**config.mk**
```make
export PLATFORM = sky130hd
export DESIGN_NAME = tick_task_timer_slots_core
export DESIGN_NICKNAME = d
export VERILOG_FILES = /design/src/sv/tts_pkg.sv /design/src/sv/tts_ram.sv /design/src/sv/tts_seq.sv /design/src/sv/tick_task_timer_slots_core.sv
export SDC_FILE = /design/constraint.sdc
export NUM_CORES = 1
export LEC_CHECK = 0
export ABC_AREA = 1
export BUFFER_PORTS_ARGS = -buffer_cell sky130_fd_sc_hd__buf_2
export CAP_MARGIN = 15
export CORE_ASPECT_RATIO = 0.8
export CORE_MARGIN = 3
export CORE_UTILIZATION = 28
export CTS_CLUSTER_SIZE = 30
export DETAILED_ROUTE_END_ITERATION = 8
export PLACE_DENSITY_LB_ADDON = 0.15
export SLEW_MARGIN = 20
export SYNTH_ARGS = -nofsm -noshare
export SYNTH_HDL_FRONTEND = slang
export SYNTH_SLANG_ARGS = --single-unit
```
**constraint.sdc**
```tcl
create_clock -name clk -period 8.55 [get_ports clk]
set_input_delay 1.71 -clock clk [delete_from_list [all_inputs] [get_ports clk]]
set_output_delay 1.71 -clock clk [all_outputs]
set_load 0.01 [all_outputs]
```
**src/sv/tts_pkg.sv**
```systemverilog
`timescale 1ns / 1ps

package tts_pkg;

    localparam int NUM_SLOTS_DEF  = 16;
    localparam int TICK_WIDTH_DEF = 16;

    localparam logic [2:0] OP_TICK     = 3'd0;
    localparam logic [2:0] OP_CREATE   = 3'd1;
    localparam logic [2:0] OP_START    = 3'd2;
    localparam logic [2:0] OP_RESTART  = 3'd3;
    localparam logic [2:0] OP_SET_PRED = 3'd4;

    localparam logic [2:0] KIND_CYCLIC        = 3'd0;
    localparam logic [2:0] KIND_ONE_TIME      = 3'd1;
    localparam logic [2:0] KIND_TRIGGER       = 3'd2;
    localparam logic [2:0] KIND_FOLLOW_CYCLIC = 3'd3;
    localparam logic [2:0] KIND_FOLLOW_ONCE   = 3'd4;

    localparam logic [1:0] RS_RUN   = 2'd0;
    localparam logic [1:0] RS_WAIT  = 2'd1;
    localparam logic [1:0] RS_DONE  = 2'd2;
    localparam logic [1:0] RS_EMPTY = 2'd3;

    typedef enum logic [1:0] {
        ST_IDLE,
        ST_CMD,
        ST_WALK,
        ST_FIN
    } tts_state_t;

    typedef struct packed {
        logic accept;
        logic busy;
        logic cmd_en;
        logic walk_en;
        logic fin_en;
    } tts_ctrl_t;

endpackage

```
**src/sv/tts_ram.sv**
```systemverilog
`timescale 1ns / 1ps

module tts_ram #(
    parameter int WIDTH = 8,
    parameter int DEPTH = 16
) (
    input  logic                     clk,
    input  logic                     we,
    input  logic [$clog2(DEPTH)-1:0] waddr,
    input  logic [WIDTH-1:0]         wdata,
    input  logic [$clog2(DEPTH)-1:0] raddr,
    output logic [WIDTH-1:0]         rdata
);

    logic [WIDTH-1:0] mem [DEPTH];
    logic [WIDTH-1:0] rdata_reg;

    always_ff @(posedge clk)
    begin
        if (we)
        begin
            mem[waddr] <= wdata;
        end
        rdata_reg <= mem[raddr];
    end

    assign rdata = rdata_reg;

endmodule

```
**src/sv/tts_seq.sv**
```systemverilog
`timescale 1ns / 1ps

module tts_seq #(
    parameter int NUM_SLOTS = tts_pkg::NUM_SLOTS_DEF
) (
    input  logic                         clk,
    input  logic                         rst_n,
    input  logic                         in_valid,
    input  logic                         is_tick,
    input  logic                         out_free,
    output tts_pkg::tts_ctrl_t           ctrl,
    output logic [$clog2(NUM_SLOTS)-1:0] idx
);

    import tts_pkg::*;

    localparam int SW = $clog2(NUM_SLOTS);
    localparam logic [SW-1:0] LAST_IDX = SW'(NUM_SLOTS - 1);

    tts_state_t    state_reg;
    tts_state_t    state_next;
    logic [SW-1:0] idx_reg;
    logic [SW-1:0] idx_next;
    logic          last;

    assign last = (idx_reg == LAST_IDX);

    always_comb
    begin
        state_next = state_reg;
        case (state_reg)
            ST_IDLE:
            begin
                if (in_valid)
                begin
                    state_next = is_tick ? ST_WALK : ST_CMD;
                end
            end
            ST_CMD:
            begin
                state_next = ST_FIN;
            end
            ST_WALK:
            begin
                if (last)
                begin
                    state_next = ST_FIN;
                end
            end
            ST_FIN:
            begin
                if (out_free)
                begin
                    state_next = ST_IDLE;
                end
            end
            default:
            begin
                state_next = ST_IDLE;
            end
        endcase
    end

    always_comb
    begin
        ctrl = '0;
        case (state_reg)
            ST_IDLE:
            begin
                ctrl.accept = in_valid;
            end
            ST_CMD:
            begin
                ctrl.busy   = 1'b1;
                ctrl.cmd_en = 1'b1;
            end
            ST_WALK:
            begin
                ctrl.busy    = 1'b1;
                ctrl.walk_en = 1'b1;
            end
            ST_FIN:
            begin
                ctrl.busy   = 1'b1;
                ctrl.fin_en = out_free;
            end
            default:
            begin
                ctrl.busy = 1'b1;
            end
        endcase
    end

    always_comb
    begin
        idx_next = idx_reg;
        if (ctrl.accept)
        begin
            idx_next = '0;
        end
        else if (ctrl.walk_en)
        begin
            idx_next = SW'(idx_reg + 1'b1);
        end
    end

    always_ff @(posedge clk or negedge rst_n)
    begin
        if (!rst_n)
        begin
            state_reg <= ST_IDLE;
            idx_reg   <= '0;
        end
        else
        begin
            state_reg <= state_next;
            idx_reg   <= idx_next;
        end
    end

    assign idx = idx_reg;

endmodule

```
**src/sv/tick_task_timer_slots_core.sv**
```systemverilog
`timescale 1ns / 1ps
// A command passes through the command state to the finish state, which registers its result
// once the output is free; no new item is taken until then.
// A tick reads and rewrites one slot record per cycle through the slot RAM in the walk state,
// and its result is registered in the finish state once the output is free.
// Reset clears every slot to empty at once; the RAM needs no clearing pass.

module tick_task_timer_slots_core #(
    parameter int NUM_SLOTS  = tts_pkg::NUM_SLOTS_DEF,
    parameter int TICK_WIDTH = tts_pkg::TICK_WIDTH_DEF
) (
    input  logic        clk,
    input  logic        rst_n,
    input  logic        in_valid,
    output logic        in_stall,
    input  logic [2:0]  opcode,
    input  logic [3:0]  slot,
    input  logic [2:0]  task_type,
    input  logic [15:0] reload_ticks,
    input  logic [3:0]  prev_slot,
    input  logic        prev_enable,
    output logic        out_valid,
    input  logic        out_stall,
    output logic [15:0] fired_mask,
    output logic [1:0]  slot_state,
    output logic        accepted
);

    import tts_pkg::*;

    localparam int SW = $clog2(NUM_SLOTS);
    localparam int TW = TICK_WIDTH;
    localparam int RW = 8 + 2 * TW;
    localparam logic [7:0]  NSLOT8 = 8'(NUM_SLOTS);
    localparam logic [31:0] TMAX   = 32'((64'd1 << TW) - 64'd1);

    tts_ctrl_t ctrl;
    logic [SW-1:0] idx;
    logic          out_free;

    logic [2:0]  op_reg;
    logic [3:0]  slot_reg;
    logic [2:0]  type_reg;
    logic [15:0] reload_reg;
    logic [3:0]  prev_slot_reg;
    logic        prev_en_reg;

    logic [NUM_SLOTS-1:0] valid_reg, valid_next;
    logic [NUM_SLOTS-1:0] wait_reg, wait_next;
    logic [NUM_SLOTS-1:0] done_reg, done_next;
    logic [15:0]          mask_reg, mask_next;
    logic                 acc_reg, acc_next;

    logic        out_valid_reg;
    logic [15:0] fired_mask_reg;
    logic [1:0]  slot_state_reg;
    logic        accepted_reg;

    logic          mem_we;
    logic [SW-1:0] mem_waddr;
    logic [SW-1:0] mem_raddr;
    logic [RW-1:0] mem_wdata;
    logic [RW-1:0] mem_rdata;

    logic [2:0]    rd_kind;
    logic [TW-1:0] rd_reload;
    logic [TW-1:0] rd_count;
    logic          rd_pred_en;
    logic [3:0]    rd_pred;

    logic [2:0]    wr_kind;
    logic [TW-1:0] wr_reload;
    logic [TW-1:0] wr_count;
    logic          wr_pred_en;
    logic [3:0]    wr_pred;

    logic [SW-1:0] slot_idx;
    logic          slot_in;
    logic          s_valid;
    logic          s_wait;
    logic          s_done;
    logic [1:0]    s_state;
    logic [31:0]   reload32;
    logic [TW-1:0] reload_sat;

    logic [SW-1:0] pred_idx;
    logic          pred_in;
    logic          pred_done;
    logic          follow;
    logic          running;
    logic          blocked;

    tts_seq #(
        .NUM_SLOTS (NUM_SLOTS)
    ) u_seq (
        .clk      (clk),
        .rst_n    (rst_n),
        .in_valid (in_valid),
        .is_tick  (opcode == OP_TICK),
        .out_free (out_free),
        .ctrl     (ctrl),
        .idx      (idx)
    );

    tts_ram #(
        .WIDTH (RW),
        .DEPTH (NUM_SLOTS)
    ) u_ram (
        .clk   (clk),
        .we    (mem_we),
        .waddr (mem_waddr),
        .wdata (mem_wdata),
        .raddr (mem_raddr),
        .rdata (mem_rdata)
    );

    assign in_stall = ctrl.busy;
    assign out_free = !out_valid_reg || !out_stall;

    assign rd_pred    = mem_rdata[3:0];
    assign rd_pred_en = mem_rdata[4];
    assign rd_count   = mem_rdata[5 +: TW];
    assign rd_reload  = mem_rdata[5 + TW +: TW];
    assign rd_kind    = mem_rdata[5 + 2 * TW +: 3];
    assign mem_wdata  = {wr_kind, wr_reload, wr_count, wr_pred_en, wr_pred};

    assign slot_idx = SW'(slot_reg);
    assign slot_in  = (8'(slot_reg) < NSLOT8);
    assign s_valid  = slot_in && valid_reg[slot_idx];
    assign s_wait   = s_valid && wait_reg[slot_idx];
    assign s_done   = s_valid && done_reg[slot_idx];

    always_comb
    begin
        if (!s_valid)
        begin
            s_state = RS_EMPTY;
        end
        else if (s_done)
        begin
            s_state = RS_DONE;
        end
        else if (s_wait)
        begin
            s_state = RS_WAIT;
        end
        else
        begin
            s_state = RS_RUN;
        end
    end

    assign reload32   = 32'(reload_reg);
    assign reload_sat = (reload32 > TMAX) ? TW'(TMAX) : TW'(reload32);

    assign pred_idx  = SW'(rd_pred);
    assign pred_in   = (8'(rd_pred) < NSLOT8);
    assign pred_done = pred_in && valid_reg[pred_idx] && done_reg[pred_idx];
    assign follow    = (rd_kind == KIND_FOLLOW_CYCLIC) || (rd_kind == KIND_FOLLOW_ONCE);
    assign running   = valid_reg[idx] && !wait_reg[idx] && !done_reg[idx];
    assign blocked   = follow && rd_pred_en && !pred_done;

    always_comb
    begin
        mem_raddr = idx + 1'b1;
        if (ctrl.accept)
        begin
            mem_raddr = (opcode == OP_TICK) ? '0 : SW'(slot);
        end
    end

    assign mem_waddr = ctrl.walk_en ? idx : slot_idx;

    always_comb
    begin
        valid_next = valid_reg;
        wait_next  = wait_reg;
        done_next  = done_reg;
        mask_next  = mask_reg;
        acc_next   = acc_reg;
        mem_we     = 1'b0;
        wr_kind    = rd_kind;
        wr_reload  = rd_reload;
        wr_count   = rd_count;
        wr_pred_en = rd_pred_en;
        wr_pred    = rd_pred;

        if (ctrl.accept)
        begin
            mask_next = '0;
            acc_next  = (opcode == OP_TICK);
        end

        if (ctrl.cmd_en)
        begin
            case (op_reg)
                OP_CREATE:
                begin
                    if (slot_in)
                    begin
                        mem_we               = 1'b1;
                        wr_kind              = type_reg;
                        wr_reload            = reload_sat;
                        wr_count             = reload_sat;
                        wr_pred_en           = 1'b0;
                        wr_pred              = '0;
                        valid_next[slot_idx] = 1'b1;
                        wait_next[slot_idx]  = (type_reg == KIND_TRIGGER);
                        done_next[slot_idx]  = 1'b0;
                        acc_next             = 1'b1;
                    end
                end
                OP_START:
                begin
                    if (s_wait)
                    begin
                        mem_we              = 1'b1;
                        wr_count            = rd_reload;
                        wait_next[slot_idx] = 1'b0;
                        acc_next            = 1'b1;
                    end
                end
                OP_RESTART:
                begin
                    if (s_valid && !s_done)
                    begin
                        mem_we              = 1'b1;
                        wr_count            = rd_reload;
                        wait_next[slot_idx] = 1'b0;
                        acc_next            = 1'b1;
                    end
                end
                OP_SET_PRED:
                begin
                    if (s_valid)
                    begin
                        mem_we     = 1'b1;
                        wr_pred_en = prev_en_reg;
                        wr_pred    = prev_en_reg ? prev_slot_reg : 4'd0;
                        acc_next   = 1'b1;
                    end
                end
                default:
                begin
                end
            endcase
        end

        if (ctrl.walk_en && running && !blocked)
        begin
            mem_we = 1'b1;
            if (rd_count <= TW'(1))
            begin
                mask_next = mask_reg | (16'd1 << idx);
                if ((rd_kind == KIND_CYCLIC) || (rd_kind == KIND_FOLLOW_CYCLIC))
                begin
                    wr_count = rd_reload;
                end
                else if (rd_kind == KIND_TRIGGER)
                begin
                    wr_count       = '0;
                    wait_next[idx] = 1'b1;
                end
                else
                begin
                    wr_count       = '0;
                    done_next[idx] = 1'b1;
                end
            end
            else
            begin
                wr_count = rd_count - 1'b1;
            end
        end
    end

    always_ff @(posedge clk or negedge rst_n)
    begin
        if (!rst_n)
        begin
            valid_reg     <= '0;
            wait_reg      <= '0;
            done_reg      <= '0;
            out_valid_reg <= 1'b0;
        end
        else
        begin
            valid_reg <= valid_next;
            wait_reg  <= wait_next;
            done_reg  <= done_next;
            if (ctrl.fin_en)
            begin
                out_valid_reg <= 1'b1;
            end
            else if (!out_stall)
            begin
                out_valid_reg <= 1'b0;
            end
        end
    end

    always_ff @(posedge clk)
    begin
        mask_reg <= mask_next;
        acc_reg  <= acc_next;
        if (ctrl.accept)
        begin
            op_reg        <= opcode;
            slot_reg      <= slot;
            type_reg      <= task_type;
            reload_reg    <= reload_ticks;
            prev_slot_reg <= prev_slot;
            prev_en_reg   <= prev_enable;
        end
        if (ctrl.fin_en)
        begin
            fired_mask_reg <= mask_reg;
            slot_state_reg <= s_state;
            accepted_reg   <= acc_reg;
        end
    end

    assign out_valid  = out_valid_reg;
    assign fired_mask = fired_mask_reg;
    assign slot_state = slot_state_reg;
    assign accepted   = accepted_reg;

endmodule

```
==> run_results.csv <==
group,metric,value,unit
critical_path,worstPathMaxFanout,27,
place,place_inst,4776,
synth,synth_cell_type_count,41,
timing,max_slew_margin,0.305,
drt,viasPerCell,4.91,
critical_path,ff2ff_setup_slack,3910,ps
synth,async_reset_ff_frac,0.0686,
clock_tree,cts_sinks,802,
timing,setup_violations,0,
drt,drt_iter0_drc,2294,
critical_path,r2r_start,"slot_idx[1]",
drt,firstDrtPassIters,5,
synth,synth_compound_area_frac,0.153,
drt,detail-route-antenna-nets,0,
layout,largest_reg_flops,640,
layout,fillers,12492,
layout,stdcell_count,4934,
place,dpl.hpwl,60600,um
timing,period_share,0.542,
clock_tree,cts_htree_levels,3,
worst_hold_path,min_path_type,"reg -> reg",
die,num_io_pins,56,
flow_run,max_cap_violations,0,
layout,fin_area,39700,um2
layout,fin_nets,3287,
place,port_buffers,55,
die,die_x,400,um
critical_path,critical_path.endpoint_type,"flop",
synth,syn_area,34800,um2
synth,synth_top_family_by_area,"compound AO/OA/AOI/OAI gates",
place,place.gp.congestion,0.821,
layout,n_antenna_cell,0,
layout,area_growth,14.1,%
place,place_area,36800,um2
run_status,status,"finished clean",
synth,synth-adder-area-share,0.00468,
clock_tree,worstSkewPairLatency,680,ps
synth,yosysWarnings,0,
synth,ys_seq_elements,802,
clock_tree,cts_buffers,85,
grt,grt_use_total,0.175,
clock_tree,cts_hold_buffers,0,
synth,syn_nets,3293,
drt,drc,0,
synth,synth_largest_area_cell,"edfxtp_1",
critical_path,crit_path_start_kind,"flop",
grt,grt_overflow,0,
synth,seq_area_frac_synth,0.668,
synth,syn_area_per_cell,10.7,um2
die,row_count,114,
grt,first_global_vias,23073,
timing,finalClockSkew,45.2,ps
drt,routedWlPerCell,23.1,um
clock_tree,cts_tree,"done",
power_and_ir_drop,leakage,14.2,nW
worst_hold_path,min-delay-start,"mask_reg[13]",
synth,synth-edff-count,690,
synth,yosys.area.top_type_share,0.596,
timing,worst_slew_pin_slew,1040,ps
timing,period_needed,4640,ps
synth,synth-main-ff-cell,"edfxtp_1",
worst_hold_path,whs_endpoint,"fired_mask[13]",
die,die-height,321,um
layout,multi_input_area,9650,um2
layout,layout.area.seq,23200,um2
layout,final_cell_mix,"690 x edfxtp_1, 518 x nand2_1, 451 x o21ai_0, 367 x a21oi_1, 297 x inv_1",
critical_path,crit_type,"reg -> reg",
synth,netlist_top_cells_area,"edfxtp_1 60%, o21ai_0 6.5%, nand2_1 5.6%, a21oi_1 5.3%, dfrtp_1 4.0%",
clock_tree,cts-root-buf,"clkbuf_16",
grt,grt_max_degree,163,
clock_tree,clockBufferDepth,3,
timing,holdWs,464,ps
critical_path,required,8860,ps
grt,grt_pass1_wl,166000,um
power_and_ir_drop,vdd_ir_drop_max,394,uV
power_and_ir_drop,p_per_area,374,nW/um2
timing,slew_violations,0,
synth,synthCells,3245,
critical_path,rr_worst_depth,13,
clock_tree,path_clk_slew,60,ps
layout,drive_above_1_share,0.0924,
timing,rsz0062_at_grt,"no",
synth,yosys.area_share.simple,0.112,
die,core,122000,um2
drt,routed_wl,114000,um
die,fp.dieArea,128000,um2
critical_path,arrival,4950,ps
timing,hold_viol,0,
worst_hold_path,hold_depth,0,
die,start_util,0.285,
critical_path,r2r_end,"u_ram.mem[14][38]",
timing,fmax,0.216,GHz
synth,synth_xor_area_frac,0.00151,
timing,tns,0,ps
clock_tree,postCtsSetupBuffers,0,
drt,vias,24225,
layout,layout_commonest_cell,"edfxtp_1",
synth,synth.area.mux_share,0,
grt,antenna_found_initial,2,
clock_tree,cts_resized,0,
metal layers:
metal | share of wire | up-vias | track usage
met1 | 0.50 | 12017 | 0.270
met2 | 0.43 | 626 | 0.256
met3 | 0.049 | 126 | 0.0269
met5 | 0 | - | 0
li1 | - | 11456 | -
met4 | 0.019 | 0 | 0.0406
layout make-up:
type / count / share of cell area
clock buffers: 101 / 0.0566
clock inverters: 57 / 0.0151
inverters: 307 / 0.0292
multi-input cells: 1934 / 0.243
flip-flops and latches: 802 / 0.586
well taps: 1624 / 0.0512
repair buffers: 109 / 0.0189
critical path, stage by stage (launching register included):
cell and delay [ps]:
edfxtp_1 790, inv_1 510, nand2_1 170, nand2_1 90, nand2_1 90, nand2_1 60, nor2_1 290, nand3_1 210
nand3_1 130, nand2_1 100, nand2_1 160, nand2_1 260, nor2_4 650, buf_4 700
synth_stat cells, types with 3 or more instances:
library cell / n
buf_1: 10
nand2_2: 4
or2_2: 10
nand4_1: 19
nand3_1: 183
a22oi_1: 5
nand3b_1: 3
buf_4: 10
nor3_2: 4
buf_2: 59
o21ai_0: 452
xnor2_1: 4
clkbuf_1: 111
nand2_4: 5
inv_1: 301
o21bai_1: 5
dfxtp_1: 57
nor2_1: 148
o21ai_1: 47
o211ai_1: 110
ha_1: 13
buf_6: 11
dfrtp_1: 55
edfxtp_1: 690
o22ai_1: 3
nor3_1: 15
nand2_1: 520
nor2_4: 4
a21oi_1: 367
report_power, final:
part,total [mW],internal (mW),switching (mW)
combinational,5.47,1.41,4.06
sequential,5.54,5.25,0.297
clock,3.81,2.17,1.64
total,14.8,8.82,6.00
worst max-delay path by stage:
| stage | startpoint | slack, ps | cells past startpoint | to |
|---|---|---|---|---|
| 2_1_floorplan | slot_idx[0] | 4810 | 15 | u_ram.mem[10][0] |
| 3_3_place_gp | in_valid | 3470 | 11 | u_ram.rdata[37] |
| 4_1_cts | slot_idx[1] | 3920 | 13 | u_ram.mem[13][36] |
| 5_1_grt | slot_idx[1] | 3640 | 13 | u_ram.mem[13][36] |
| 3_5_place_dp | in_valid | 3390 | 11 | u_ram.rdata[12] |
| 6_report | slot_idx[1] | 3910 | 13 | u_ram.mem[14][38] |
stage by stage:
step                worst slack, ps  power, mW   util
floorplan                      4810       9.13      -
global placement               3470       11.1  0.301
detailed placement             3390       11.1  0.302
CTS                            3920       15.0  0.325
global route                   3640       15.8  0.325
finish                         3910       14.8  0.325
logic make-up after synthesis:
logic type	after synthesis
AOI/OAI and AO/OA	997
xor gates and xnor gates	6
adders and majority gates	13
buffers and inverters	509
DFF	802
and+or+nand+nor	918
No activity file was read; power rests on OpenSTA's default activity.
